`config.mk`:
```
export PLATFORM = sky130hd
export DESIGN_NAME = biquad_cascade_envelope_follower
export DESIGN_NICKNAME = d
export VERILOG_FILES = /design/src/rtl/bqef_pkg.sv /design/src/rtl/biquad_cascade_envelope_follower.sv /design/src/rtl/bqef_ram.sv
export VERILOG_INCLUDE_DIRS = /design/src /design/src/rtl
export SDC_FILE = /design/constraint.sdc
export NUM_CORES = 2
export LEC_CHECK = 0
export ABC_AREA = 1
export BUFFER_PORTS_ARGS = -buffer_cell sky130_fd_sc_hd__buf_2
export CAP_MARGIN = 20
export CORE_MARGIN = 2
export CORE_UTILIZATION = 55
export CTS_BUF_LIST = sky130_fd_sc_hd__clkbuf_8
export DETAILED_ROUTE_END_ITERATION = 8
export PLACE_DENSITY = 0.72
export SYNTH_ARGS = -nofsm -noshare
export SYNTH_HDL_FRONTEND = slang
export SYNTH_SLANG_ARGS = --single-unit
```
`constraint.sdc`:
```
create_clock -name clk -period 19.35 [get_ports clk]
set_input_delay 2.9025 -clock clk [delete_from_list [all_inputs] [get_ports clk]]
set_output_delay 2.9025 -clock clk [all_outputs]
set_load 0.01 [all_outputs]
```
`src/rtl/biquad_cascade_envelope_follower_defines.svh`:
```
// Assertion macros shared by the biquad cascade envelope follower RTL.
// No dependencies; included by the modules that carry assertions.
`ifndef BIQUAD_CASCADE_ENVELOPE_FOLLOWER_DEFINES_SVH
`define BIQUAD_CASCADE_ENVELOPE_FOLLOWER_DEFINES_SVH

// Same-cycle implication, disabled while reset is asserted.
`define BQEF_IMPLIES(label, clk, rstn, ante, cons, msg) \
	label: assert property (@(posedge clk) disable iff (!rstn) (ante) |-> (cons)) \
		else $error(msg);

// Next-cycle implication, disabled while reset is asserted.
`define BQEF_NEXT(label, clk, rstn, ante, cons, msg) \
	label: assert property (@(posedge clk) disable iff (!rstn) (ante) |=> (cons)) \
		else $error(msg);

`endif

```
`src/rtl/bqef_pkg.sv`:
```
// Package for the biquad cascade envelope follower: widths, codes, defaults.
// No dependencies; used by bqef_ram and biquad_cascade_envelope_follower.
package bqef_pkg;

	localparam int MAX_STAGES_DEF = 8;
	localparam int MAX_BLOCK_DEF  = 4096;
	localparam int NCOEF          = 5;

	localparam int COEF_W   = 24;
	localparam int SIG_W    = 18;
	localparam int SAMPLE_W = 16;
	localparam int ENV_W    = 17;
	localparam int PROD_W   = COEF_W + SIG_W;
	localparam int ACC_W    = PROD_W + 3;

	localparam logic [ENV_W-1:0] SIG_MAX = 17'd131071;
	localparam logic [ENV_W-1:0] UNITY   = 17'd65536;

	localparam logic [1:0] ACT_LOAD   = 2'd0;
	localparam logic [1:0] ACT_SAMPLE = 2'd1;
	localparam logic [1:0] ACT_CLEAR  = 2'd2;

	localparam logic [1:0] REG_STAGE_COUNT = 2'd0;
	localparam logic [1:0] REG_ATTACK      = 2'd1;
	localparam logic [1:0] REG_RELEASE     = 2'd2;

endpackage

```
`src/rtl/biquad_cascade_envelope_follower.sv`:
```
// Biquad cascade with attack/release envelope follower and block statistics.
// Depends on bqef_pkg, bqef_ram and biquad_cascade_envelope_follower_defines.svh.
//
// While a sample request is processed, in_stall stays high through the MAC
// states of every active stage, the follower and statistics states and the
// load of the output register, all on one shared 24x18 multiplier. A
// request with last set also runs the one-bit-per-cycle divider and square
// root that produce the block RMS and RMS/peak ratio (divider width W = 47
// with the default block size). The second division is skipped when the
// peak is zero. Coefficient loads, clears and unused codes leave in_stall low.
// The block takes no new request while it works on a sample, but a finished
// result may wait in the output register while the next request is accepted;
// a second finished result then waits until the first is taken. Coefficients
// live in a RAM whose entries read as zero until loaded after reset or a clear.
`include "biquad_cascade_envelope_follower_defines.svh"

module biquad_cascade_envelope_follower #(
	parameter int MAX_STAGES = bqef_pkg::MAX_STAGES_DEF,
	parameter int MAX_BLOCK  = bqef_pkg::MAX_BLOCK_DEF
) (
	input  logic                            clk,
	input  logic                            arst_n,
	input  logic                            in_valid,
	output logic                            in_stall,
	input  logic [1:0]                      action,
	input  logic [2:0]                      stage,
	input  logic [2:0]                      coef_select,
	input  logic signed [bqef_pkg::COEF_W-1:0]   coef_value,
	input  logic signed [bqef_pkg::SAMPLE_W-1:0] sample,
	input  logic                            first,
	input  logic                            last,
	output logic                            out_valid,
	input  logic                            out_stall,
	output logic [bqef_pkg::ENV_W-1:0]      envelope,
	output logic                            stats_valid,
	output logic [bqef_pkg::ENV_W-1:0]      block_peak,
	output logic [bqef_pkg::ENV_W-1:0]      block_rms,
	output logic [bqef_pkg::ENV_W-1:0]      rms_peak_ratio,
	output logic                            block_overflow,
	input  logic                            cfg_valid,
	output logic                            cfg_ready,
	input  logic [1:0]                      cfg_index,
	input  logic [bqef_pkg::ENV_W-1:0]      cfg_data
);

	localparam int ENV_W  = bqef_pkg::ENV_W;
	localparam int SIG_W  = bqef_pkg::SIG_W;
	localparam int COEF_W = bqef_pkg::COEF_W;
	localparam int PROD_W = bqef_pkg::PROD_W;
	localparam int ACC_W  = bqef_pkg::ACC_W;
	localparam int NCOEF  = bqef_pkg::NCOEF;

	localparam int CDEPTH = NCOEF * MAX_STAGES;
	localparam int AW     = $clog2(CDEPTH);
	localparam int SIW    = (MAX_STAGES > 1) ? $clog2(MAX_STAGES) : 1;
	localparam int CW     = $clog2(MAX_BLOCK + 1);
	localparam int SW     = 2 * ENV_W + CW;
	localparam int DVW    = (CW > ENV_W) ? CW : ENV_W;
	localparam int DIV_W  = (SW > 33) ? SW : 33;
	localparam int SQ_W   = DIV_W + (DIV_W % 2);
	localparam int H      = SQ_W / 2;
	localparam int IT_W   = $clog2(DIV_W + 1);

	localparam logic [3:0] ST_IDLE    = 4'd0;
	localparam logic [3:0] ST_MAC     = 4'd1;
	localparam logic [3:0] ST_ENV_MUL = 4'd2;
	localparam logic [3:0] ST_ENV_ADD = 4'd3;
	localparam logic [3:0] ST_SQ_MUL  = 4'd4;
	localparam logic [3:0] ST_SQ_ADD  = 4'd5;
	localparam logic [3:0] ST_DIV1    = 4'd6;
	localparam logic [3:0] ST_SQRT    = 4'd7;
	localparam logic [3:0] ST_DIV2    = 4'd8;
	localparam logic [3:0] ST_OUT     = 4'd9;

	// Configuration registers.
	logic [3:0]       stage_count_q;
	logic [ENV_W-1:0] attack_q;
	logic [ENV_W-1:0] release_q;

	// Sequencer and datapath state.
	logic [3:0]              state_q;
	logic [SIW-1:0]          st_q;
	logic [2:0]              ph_q;
	logic [4:0]              n_q;
	logic                    last_q;
	logic signed [SIG_W-1:0] x_q;
	logic signed [ACC_W-1:0] acc_q;
	logic signed [PROD_W-1:0] prod_q;
	logic                    neg_q;
	logic                    cvld_rd_q;

	logic signed [SIG_W-1:0] xh1_q [MAX_STAGES];
	logic signed [SIG_W-1:0] xh2_q [MAX_STAGES];
	logic signed [SIG_W-1:0] yh1_q [MAX_STAGES];
	logic signed [SIG_W-1:0] yh2_q [MAX_STAGES];
	logic [CDEPTH-1:0]       cvld_q;

	logic [ENV_W-1:0] env_q;
	logic [ENV_W-1:0] peak_q;
	logic [SW-1:0]    sum_q;
	logic [CW-1:0]    cnt_q;
	logic             over_q;

	logic [DIV_W-1:0] quo_q;
	logic [DVW-1:0]   rem_q;
	logic [DVW-1:0]   den_q;
	logic [IT_W-1:0]  it_q;
	logic [SQ_W-1:0]  sqv_q;
	logic [H-1:0]     root_q;
	logic [H:0]       srem_q;
	logic [ENV_W-1:0] rms_q;
	logic [ENV_W-1:0] ratio_q;

	logic             out_valid_q;
	logic [ENV_W-1:0] envelope_q;
	logic             stats_valid_q;
	logic [ENV_W-1:0] block_peak_q;
	logic [ENV_W-1:0] block_rms_q;
	logic [ENV_W-1:0] ratio_out_q;
	logic             overflow_q;

	// Request decode.
	logic in_acc;
	logic load_ok;
	logic [4:0] n_cfg;
	assign in_stall = (state_q != ST_IDLE);
	assign in_acc   = in_valid && !in_stall;
	assign load_ok  = ({2'b00, stage} < 5'(MAX_STAGES)) && (coef_select < 3'(NCOEF));
	assign n_cfg    = ({1'b0, stage_count_q} > 5'(MAX_STAGES)) ? 5'(MAX_STAGES)
		: {1'b0, stage_count_q};

	// Coefficient RAM.
	logic [AW-1:0]     c_waddr;
	logic [AW-1:0]     c_raddr;
	logic [COEF_W-1:0] c_rdata;
	logic              c_we;
	assign c_we    = in_acc && (action == bqef_pkg::ACT_LOAD) && load_ok;
	assign c_waddr = AW'(8'(stage) * 8'(NCOEF) + 8'(coef_select));
	assign c_raddr = AW'(8'(st_q) * 8'(NCOEF) + 8'(ph_q));

	bqef_ram #(
		.WIDTH(COEF_W),
		.DEPTH(CDEPTH)
	) u_coef_ram (
		.clk  (clk),
		.we   (c_we),
		.waddr(c_waddr),
		.wdata(coef_value),
		.raddr(c_raddr),
		.rdata(c_rdata)
	);

	// Shared multiplier operand selection.
	logic [2:0]               kk;
	logic signed [SIG_W-1:0]  mac_op;
	logic signed [COEF_W-1:0] mul_a;
	logic signed [SIG_W-1:0]  mul_b;
	logic [SIG_W-1:0]         r_abs;
	logic [ENV_W-1:0]         r_sat;
	logic                     up;
	logic [ENV_W-1:0]         diff;
	logic [ENV_W-1:0]         k_sel;
	logic [ENV_W-1:0]         att_sat;
	logic [ENV_W-1:0]         rel_sat;

	assign kk = ph_q - 3'd1;
	assign att_sat = (attack_q > bqef_pkg::UNITY) ? bqef_pkg::UNITY : attack_q;
	assign rel_sat = (release_q > bqef_pkg::UNITY) ? bqef_pkg::UNITY : release_q;
	assign r_abs = x_q[SIG_W-1] ? SIG_W'(-x_q) : SIG_W'(x_q);
	assign r_sat = (r_abs > {1'b0, bqef_pkg::SIG_MAX}) ? bqef_pkg::SIG_MAX : r_abs[ENV_W-1:0];
	assign up    = r_sat > env_q;
	assign diff  = up ? (r_sat - env_q) : (env_q - r_sat);
	assign k_sel = up ? att_sat : rel_sat;

	always_comb begin
		case (kk)
			3'd0:    mac_op = x_q;
			3'd1:    mac_op = xh1_q[st_q];
			3'd2:    mac_op = xh2_q[st_q];
			3'd3:    mac_op = yh1_q[st_q];
			3'd4:    mac_op = yh2_q[st_q];
			default: mac_op = '0;
		endcase
	end

	always_comb begin
		case (state_q)
			ST_MAC: begin
				mul_a = cvld_rd_q ? c_rdata : '0;
				mul_b = mac_op;
			end
			ST_ENV_MUL: begin
				mul_a = COEF_W'(k_sel);
				mul_b = SIG_W'(diff);
			end
			ST_SQ_MUL: begin
				mul_a = COEF_W'(env_q);
				mul_b = SIG_W'(env_q);
			end
			default: begin
				mul_a = '0;
				mul_b = '0;
			end
		endcase
	end

	// Stage result: round half up, floor shift and saturate.
	logic signed [ACC_W-1:0]  rnd;
	logic signed [ACC_W-21:0] shr;
	logic signed [SIG_W-1:0]  y_sat;
	assign rnd = acc_q + ACC_W'(1 << 19);
	assign shr = rnd[ACC_W-1:20];
	always_comb begin
		if (shr > (ACC_W-20)'(131071)) begin
			y_sat = SIG_W'(131071);
		end else if (shr < -(ACC_W-20)'(131072)) begin
			y_sat = -SIG_W'(131072);
		end else begin
			y_sat = shr[SIG_W-1:0];
		end
	end

	// Follower step and statistics update.
	logic [PROD_W-1:0] step_full;
	logic [ENV_W-1:0]  step;
	logic [ENV_W-1:0]  env_nx;
	logic              cnt_room;
	logic [SW-1:0]     sum_nx;
	logic [CW-1:0]     cnt_nx;
	assign step_full = PROD_W'(prod_q) + PROD_W'(32768);
	assign step      = step_full[16 +: ENV_W];
	assign env_nx    = up ? (env_q + step) : (env_q - step);
	assign cnt_room  = cnt_q < CW'(MAX_BLOCK);
	assign sum_nx    = cnt_room ? (sum_q + SW'(prod_q)) : sum_q;
	assign cnt_nx    = cnt_room ? (cnt_q + CW'(1)) : cnt_q;

	// Shared restoring divider step.
	logic [DVW:0]     d_sh;
	logic             d_ge;
	logic [DIV_W-1:0] quo_nx;
	assign d_sh   = {rem_q, quo_q[DIV_W-1]};
	assign d_ge   = d_sh >= {1'b0, den_q};
	assign quo_nx = {quo_q[DIV_W-2:0], d_ge};

	// Square root step, two radicand bits per cycle.
	logic [H+2:0] s_sh;
	logic [H+2:0] s_trial;
	logic         s_ge;
	logic [H-1:0] root_nx;
	logic [ENV_W-1:0] rms_nx;
	assign s_sh    = {srem_q, sqv_q[SQ_W-1:SQ_W-2]};
	assign s_trial = {1'b0, root_q, 2'b01};
	assign s_ge    = s_sh >= s_trial;
	assign root_nx = {root_q[H-2:0], s_ge};
	assign rms_nx  = (root_nx > H'(bqef_pkg::SIG_MAX)) ? bqef_pkg::SIG_MAX
		: root_nx[ENV_W-1:0];

	logic out_load;
	assign out_load = (state_q == ST_OUT) && (!out_valid_q || !out_stall);

	// Configuration port; the user must write only while idle, the block does not enforce it.
	assign cfg_ready = 1'b1;
	always_ff @(posedge clk or negedge arst_n) begin
		if (!arst_n) begin
			stage_count_q <= '0;
			attack_q      <= bqef_pkg::UNITY;
			release_q     <= bqef_pkg::UNITY;
		end else if (cfg_valid && cfg_ready) begin
			case (cfg_index)
				bqef_pkg::REG_STAGE_COUNT: stage_count_q <= cfg_data[3:0];
				bqef_pkg::REG_ATTACK:      attack_q      <= cfg_data;
				bqef_pkg::REG_RELEASE:     release_q     <= cfg_data;
				default: ;
			endcase
		end
	end

	// Control state, histories and statistics.
	always_ff @(posedge clk or negedge arst_n) begin
		if (!arst_n) begin
			state_q <= ST_IDLE;
			st_q    <= '0;
			ph_q    <= '0;
			n_q     <= '0;
			last_q  <= 1'b0;
			cvld_q  <= '0;
			for (int i = 0; i < MAX_STAGES; i++) begin
				xh1_q[i] <= '0;
				xh2_q[i] <= '0;
				yh1_q[i] <= '0;
				yh2_q[i] <= '0;
			end
			env_q  <= '0;
			peak_q <= '0;
			sum_q  <= '0;
			cnt_q  <= '0;
			over_q <= 1'b0;
			out_valid_q <= 1'b0;
		end else begin
			if (out_load) begin
				out_valid_q <= 1'b1;
			end else if (out_valid_q && !out_stall) begin
				out_valid_q <= 1'b0;
			end
			case (state_q)
				ST_IDLE: begin
					if (in_acc) begin
						case (action)
							bqef_pkg::ACT_LOAD: begin
								if (load_ok) begin
									cvld_q[c_waddr]     <= 1'b1;
									xh1_q[SIW'(stage)] <= '0;
									xh2_q[SIW'(stage)] <= '0;
									yh1_q[SIW'(stage)] <= '0;
									yh2_q[SIW'(stage)] <= '0;
								end
							end
							bqef_pkg::ACT_CLEAR: begin
								cvld_q <= '0;
								for (int i = 0; i < MAX_STAGES; i++) begin
									xh1_q[i] <= '0;
									xh2_q[i] <= '0;
									yh1_q[i] <= '0;
									yh2_q[i] <= '0;
								end
								env_q  <= '0;
								peak_q <= '0;
								sum_q  <= '0;
								cnt_q  <= '0;
								over_q <= 1'b0;
							end
							bqef_pkg::ACT_SAMPLE: begin
								if (first) begin
									env_q  <= '0;
									peak_q <= '0;
									sum_q  <= '0;
									cnt_q  <= '0;
									over_q <= 1'b0;
								end
								last_q  <= last;
								n_q     <= n_cfg;
								st_q    <= '0;
								ph_q    <= '0;
								state_q <= (n_cfg == 5'd0) ? ST_ENV_MUL : ST_MAC;
							end
							default: ;
						endcase
					end
				end
				ST_MAC: begin
					ph_q <= ph_q + 3'd1;
					if (ph_q == 3'd7) begin
						xh2_q[st_q] <= xh1_q[st_q];
						xh1_q[st_q] <= x_q;
						yh2_q[st_q] <= yh1_q[st_q];
						yh1_q[st_q] <= y_sat;
						if (5'(st_q) == n_q - 5'd1) begin
							state_q <= ST_ENV_MUL;
						end else begin
							st_q <= st_q + SIW'(1);
						end
					end
				end
				ST_ENV_MUL: state_q <= ST_ENV_ADD;
				ST_ENV_ADD: begin
					env_q   <= env_nx;
					state_q <= ST_SQ_MUL;
				end
				ST_SQ_MUL: state_q <= ST_SQ_ADD;
				ST_SQ_ADD: begin
					if (env_q > peak_q) begin
						peak_q <= env_q;
					end
					sum_q <= sum_nx;
					cnt_q <= cnt_nx;
					if (!cnt_room) begin
						over_q <= 1'b1;
					end
					state_q <= last_q ? ST_DIV1 : ST_OUT;
				end
				ST_DIV1: begin
					if (it_q == IT_W'(DIV_W - 1)) begin
						state_q <= ST_SQRT;
					end
				end
				ST_SQRT: begin
					if (it_q == IT_W'(H - 1)) begin
						state_q <= (peak_q == '0) ? ST_OUT : ST_DIV2;
					end
				end
				ST_DIV2: begin
					if (it_q == IT_W'(DIV_W - 1)) begin
						state_q <= ST_OUT;
					end
				end
				ST_OUT: begin
					if (out_load) begin
						state_q <= ST_IDLE;
					end
				end
				default: state_q <= ST_IDLE;
			endcase
		end
	end

	// Datapath registers without reset.
	always_ff @(posedge clk) begin
		prod_q    <= mul_a * mul_b;
		cvld_rd_q <= cvld_q[c_raddr];
		case (state_q)
			ST_IDLE: begin
				x_q <= SIG_W'(sample);
			end
			ST_MAC: begin
				neg_q <= (kk >= 3'd3);
				if (ph_q == 3'd1) begin
					acc_q <= '0;
				end else if (ph_q inside {[3'd2:3'd6]}) begin
					acc_q <= neg_q ? (acc_q - ACC_W'(prod_q)) : (acc_q + ACC_W'(prod_q));
				end
				if (ph_q == 3'd7) begin
					x_q <= y_sat;
				end
			end
			ST_SQ_ADD: begin
				quo_q <= DIV_W'(sum_nx);
				den_q <= DVW'(cnt_nx);
				rem_q <= '0;
				it_q  <= '0;
				rms_q <= '0;
				ratio_q <= '0;
			end
			ST_DIV1: begin
				quo_q <= quo_nx;
				rem_q <= d_ge ? DVW'(d_sh - {1'b0, den_q}) : DVW'(d_sh);
				if (it_q == IT_W'(DIV_W - 1)) begin
					sqv_q  <= SQ_W'(quo_nx);
					root_q <= '0;
					srem_q <= '0;
					it_q   <= '0;
				end else begin
					it_q <= it_q + IT_W'(1);
				end
			end
			ST_SQRT: begin
				sqv_q  <= {sqv_q[SQ_W-3:0], 2'b00};
				root_q <= root_nx;
				srem_q <= s_ge ? (H+1)'(s_sh - s_trial) : (H+1)'(s_sh);
				if (it_q == IT_W'(H - 1)) begin
					rms_q <= rms_nx;
					quo_q <= DIV_W'({rms_nx, 16'b0});
					den_q <= DVW'(peak_q);
					rem_q <= '0;
					it_q  <= '0;
				end else begin
					it_q <= it_q + IT_W'(1);
				end
			end
			ST_DIV2: begin
				quo_q <= quo_nx;
				rem_q <= d_ge ? DVW'(d_sh - {1'b0, den_q}) : DVW'(d_sh);
				it_q  <= it_q + IT_W'(1);
				if (it_q == IT_W'(DIV_W - 1)) begin
					ratio_q <= (quo_nx > DIV_W'(bqef_pkg::UNITY)) ? bqef_pkg::UNITY
						: quo_nx[ENV_W-1:0];
				end
			end
			default: ;
		endcase
		if (out_load) begin
			envelope_q    <= env_q;
			stats_valid_q <= last_q;
			block_peak_q  <= last_q ? peak_q : '0;
			block_rms_q   <= last_q ? rms_q : '0;
			ratio_out_q   <= last_q ? ratio_q : '0;
			overflow_q    <= last_q && over_q;
		end
	end

	assign out_valid      = out_valid_q;
	assign envelope       = envelope_q;
	assign stats_valid    = stats_valid_q;
	assign block_peak     = block_peak_q;
	assign block_rms      = block_rms_q;
	assign rms_peak_ratio = ratio_out_q;
	assign block_overflow = overflow_q;

	`BQEF_NEXT(a_out_hold, clk, arst_n, state_q == ST_OUT && out_valid && out_stall, state_q == ST_OUT, "finished result left the sequencer while output was blocked")
	`BQEF_NEXT(a_out_load, clk, arst_n, out_load, out_valid, "loaded result not presented")
	`BQEF_IMPLIES(a_mac_range, clk, arst_n, state_q == ST_MAC, 5'(st_q) < n_q, "stage index beyond active stage count")
	`BQEF_NEXT(a_short_req, clk, arst_n, in_valid && !in_stall && action != bqef_pkg::ACT_SAMPLE, state_q == ST_IDLE, "non-sample request did not finish in one cycle")

endmodule

```
`src/rtl/bqef_ram.sv`:
```
// Generic simple dual-port RAM: one write port, one registered read port.
// Depends on bqef_pkg for its default sizes.
module bqef_ram #(
	parameter int WIDTH = bqef_pkg::COEF_W,
	parameter int DEPTH = bqef_pkg::NCOEF * bqef_pkg::MAX_STAGES_DEF
) (
	input  logic                     clk,
	input  logic                     we,
	input  logic [$clog2(DEPTH)-1:0] waddr,
	input  logic [WIDTH-1:0]         wdata,
	input  logic [$clog2(DEPTH)-1:0] raddr,
	output logic [WIDTH-1:0]         rdata
);

	logic [WIDTH-1:0] mem_q [DEPTH];

	always_ff @(posedge clk) begin
		if (we) begin
			mem_q[waddr] <= wdata;
		end
		rdata <= mem_q[raddr];
	end

endmodule

```
==> impl_metrics.py <==
metrics = {
    "status": {
        "status": "finished clean",
    },
    "global_route": {
        "grt_usage_pct": 34.9,
        "grt_pass1_vias": 95800,
        "grt-ovfl-total": 0,
        "antenna_found_initial": 18,
        "grt_max_degree": 172,
        "grt_pass1_wl_mm": 587,
    },
    "clock_tree": {
        "cts_tree": "built",
        "clock-sinks": 2144,
        "cts_buffer_depth": 4,
        "cts_hold_buf": 0,
        "clock_latency_ns": 1.18,
        "cts-root-buf": "clkbuf_8",
        "cts_resized": 0,
        "clkTransAtPathRegs_ns": 0.06,
        "cts_made_buffers": 363,
        "postCtsSetupRepairBufs": 0,
        "h-tree-depth": 5,
    },
    "routing": {
        "drt_pass1_iterations": 7,
        "vias": 98100,
        "drcViolationCount": 0,
        "drtIter0Drc": 11800,
        "wl_per_cell_um": 24.0,
        "antenna_left": 0,
        "vias_per_cell": 6.00,
        "drt-total-wl_mm": 392,
    },
    "synthesis": {
        "syn_nets": 14000,
        "yosysWarnings": 0,
        "synth_common_cells": "2359 x nand2_1, 1975 x inv_1, 1450 x nor2_1",
        "synth-edff-count": 1312,
        "ys_seq_elements": 2144,
        "async_flop_share_pct": 35.7,
        "yosys-top-cells-area": "edfxtp_1 33%, dfrtp_1 16%, nand2_1 7.4%",
        "synth.most_common_cell": "nand2_1",
        "ys_types": 74,
        "synth_largest_type_area_fraction_pct": 32.9,
        "yosysTopAreaCell": "edfxtp_1",
        "avgSynthCellArea_um2": 9.13,
        "ys.flop_type": "edfxtp_1",
        "netlist_instances": 13100,
        "synth_area_um2": 120000,
        "ys_seq_area_share_pct": 50.1,
    },
    "critical_path": {
        "cpPeakStageDelay_ns": 0.96,
        "critical_path.slowest_cell": "fa_1",
        "rr_worst_depth": 41,
        "r2r-end": "prod_q[41]",
        "crit_fanout": 44,
        "crit_required_ns": 20.29,
        "r2r_slack_ns": 7.84,
        "start_kind": "flop",
        "worstSetupPathType": "reg -> reg",
        "worstReg2RegStart": "x_q[0]",
        "crit_top_cell": "nand2_1",
        "crit_end": "prod_q[41]",
        "worstPathArrival_ns": 12.45,
        "startpoint": "x_q[0]",
        "endpoint_kind": "flop",
    },
    "floorplanning": {
        "die_w_um": 470,
        "core.rowCount": 171,
        "core_um2": 217000,
        "start_util_pct": 55.2,
        "fp.dieH_um": 470,
        "pin_count": 147,
        "die_area_um2": 221000,
    },
    "placed_design": {
        "hpwlAfterDp_mm": 267,
        "portBuffers": 145,
        "gp_congestion": 1.02,
        "dpl_cell_area_um2": 123000,
        "pre_cts_ws_ns": 7.82,
    },
    "sta": {
        "setup_violations": 0,
        "tightestPinTransition_ns": 1.38,
        "slew_viol_final": 0,
        "period_needed_ns": 11.51,
        "finalSetupTns_ns": 0,
        "finalClockSkew_ns": 0.154,
        "max_freq_mhz": 86.9,
        "rsz0062_at_grt": "false",
        "slew_headroom_pct": 7.12,
        "hold_viol": 0,
        "fin_crit_sh_pct": 59.5,
        "fin_ws_ns": 7.84,
    },
    "layout": {
        "final_nets": 14100,
        "stdcell_area_um2": 130000,
        "fin_util_pct": 60.0,
        "drive_above_1_share_pct": 7.59,
        "syn2layout_area_growth_pct": 8.78,
    },
    "run": {
        "maxCapViolations": 0,
    },
    "power": {
        "ir_drop_mv": 0.186,
        "finalPower_w": 0.0211,
        "p_leak_nw": 55.6,
        "p_per_area_nw_per_um2": 162,
    },
    "hold_path": {
        "min-delay-start": "yh1_q[59]",
        "holdCritPathClass": "reg -> reg",
    },
}
## cell usage in the layout (no fill, tap or decap), drive strengths merged, types with 7 or more instances in the layout
cell | netlist | layout
or2 | 25 | 25
clkinvlp | 0 | 8
a21boi | 12 | 12
a22oi | 35 | 35
o21a | 22 | 22
nand2 | 2387 | 2387
o21bai | 40 | 40
nor4 | 36 | 36
edfxtp | 1312 | 1312
diode | 0 | 13
o22ai | 600 | 600
xnor2 | 65 | 65
xor2 | 156 | 156
a211oi | 7 | 7
o31ai | 13 | 13
clkbuf | 333 | 418
ha | 343 | 343
clkinv | 10 | 101
nand3 | 388 | 388
a32o | 10 | 10
bufinv | 0 | 8
nor2 | 1466 | 1466
o21ai | 1334 | 1334
inv | 2011 | 2127
fa | 433 | 433
dfxtp | 67 | 67
a21o | 36 | 36
o221ai | 53 | 53
nand3b | 18 | 18
o211ai | 40 | 40
o32ai | 15 | 15
nor3 | 154 | 154
a31oi | 65 | 65
nand4 | 162 | 162
buf | 242 | 316
dfrtp | 763 | 763
a21oi | 413 | 413
## worst min-delay path by stage
stage	endpoint	slack [ns]	cells past startpoint
finish	yh1_q[59]	0.48	2
global route	yh1_q[93]	0.50	2
CTS	yh1_q[120]	0.48	2
detailed placement	yh1_q[118]	0.46	2
global placement	yh1_q[67]	0.46	2
floorplan	stats_valid	0.42	0
## metal layers
layer	track usage (%)	part of all wire, %	routed length (um)	vias to the layer above
met5	0	0.036	141	-
met4	16.5	5.2	20400	20
met3	7.63	11	41400	1123
met2	54.2	45	177000	5534
met1	46.8	39	154000	47600
li1	-	-	-	43800
## registers in the layout, summed over array words and instances, names as in the netlist, 18 cells and up
register,flops
prod_q,42
cvld_q,40
yh2_q,144
sqv_q,48
acc_q,45
xh2_q,144
xh1_q,144
u_coef_ram.rdata,24
x_q,18
u_coef_ram.mem_q,960
sum_q,47
quo_q,47
root_q,24
yh1_q,144
srem_q,25
## area by class of cell
type | instances | area [um2]
fill | 18500 | 86600
sequential | 2144 | 59900
multi-input combinational | 8363 | 50000
inverter | 2021 | 7610
clock buffer | 415 | 5710
tap | 2854 | 3570
timing repair buffer | 319 | 2230
clock inverter | 223 | 1150
antenna | 13 | 32.5
## per-stage QoR
step | hold WS, ns | instances
floorplan | 0.423 | 13100
global placement | 0.462 | 15700
detailed placement | 0.465 | 15700
CTS | 0.482 | 16300
global route | 0.498 | 16300
finish | 0.481 | 16400
## worst max-delay path: cells and delay by family, from the launching register on
kind,cells,cell delay (ns)
AOI/OAI and AO/OA,7,1.27
xor gates and xnor gates,1,0.14
adders and majority gates,8,4.15
buffers and inverters,8,1.68
DFF,1,0.36
and+or+nand+nor,17,3.57
## logic make-up after synthesis
| kind of cell | after synthesis | synth area share, % |
|---|---|---|
| multiplexers | 1 | 0.00837 |
| buffers and inverters | 2596 | 8.53 |
| other | 1 | 0.00313 |
| AO/OA/AOI/OAI | 2711 | 12.8 |
| flip-flops | 2144 | 50.1 |
| adder cells (fa/ha/maj) | 776 | 10.8 |
| XOR/XNOR | 221 | 1.62 |
| AND/OR/NAND/NOR | 4653 | 16.1 |
## where the power goes
group	internal [W]	switching, W
Combinational	0.00314	0.00802
Sequential	0.00554	0.000456
Clock	0.00206	0.00186
Total	0.0107	0.0103
Note: power is estimated with default switching activity, not from simulation.
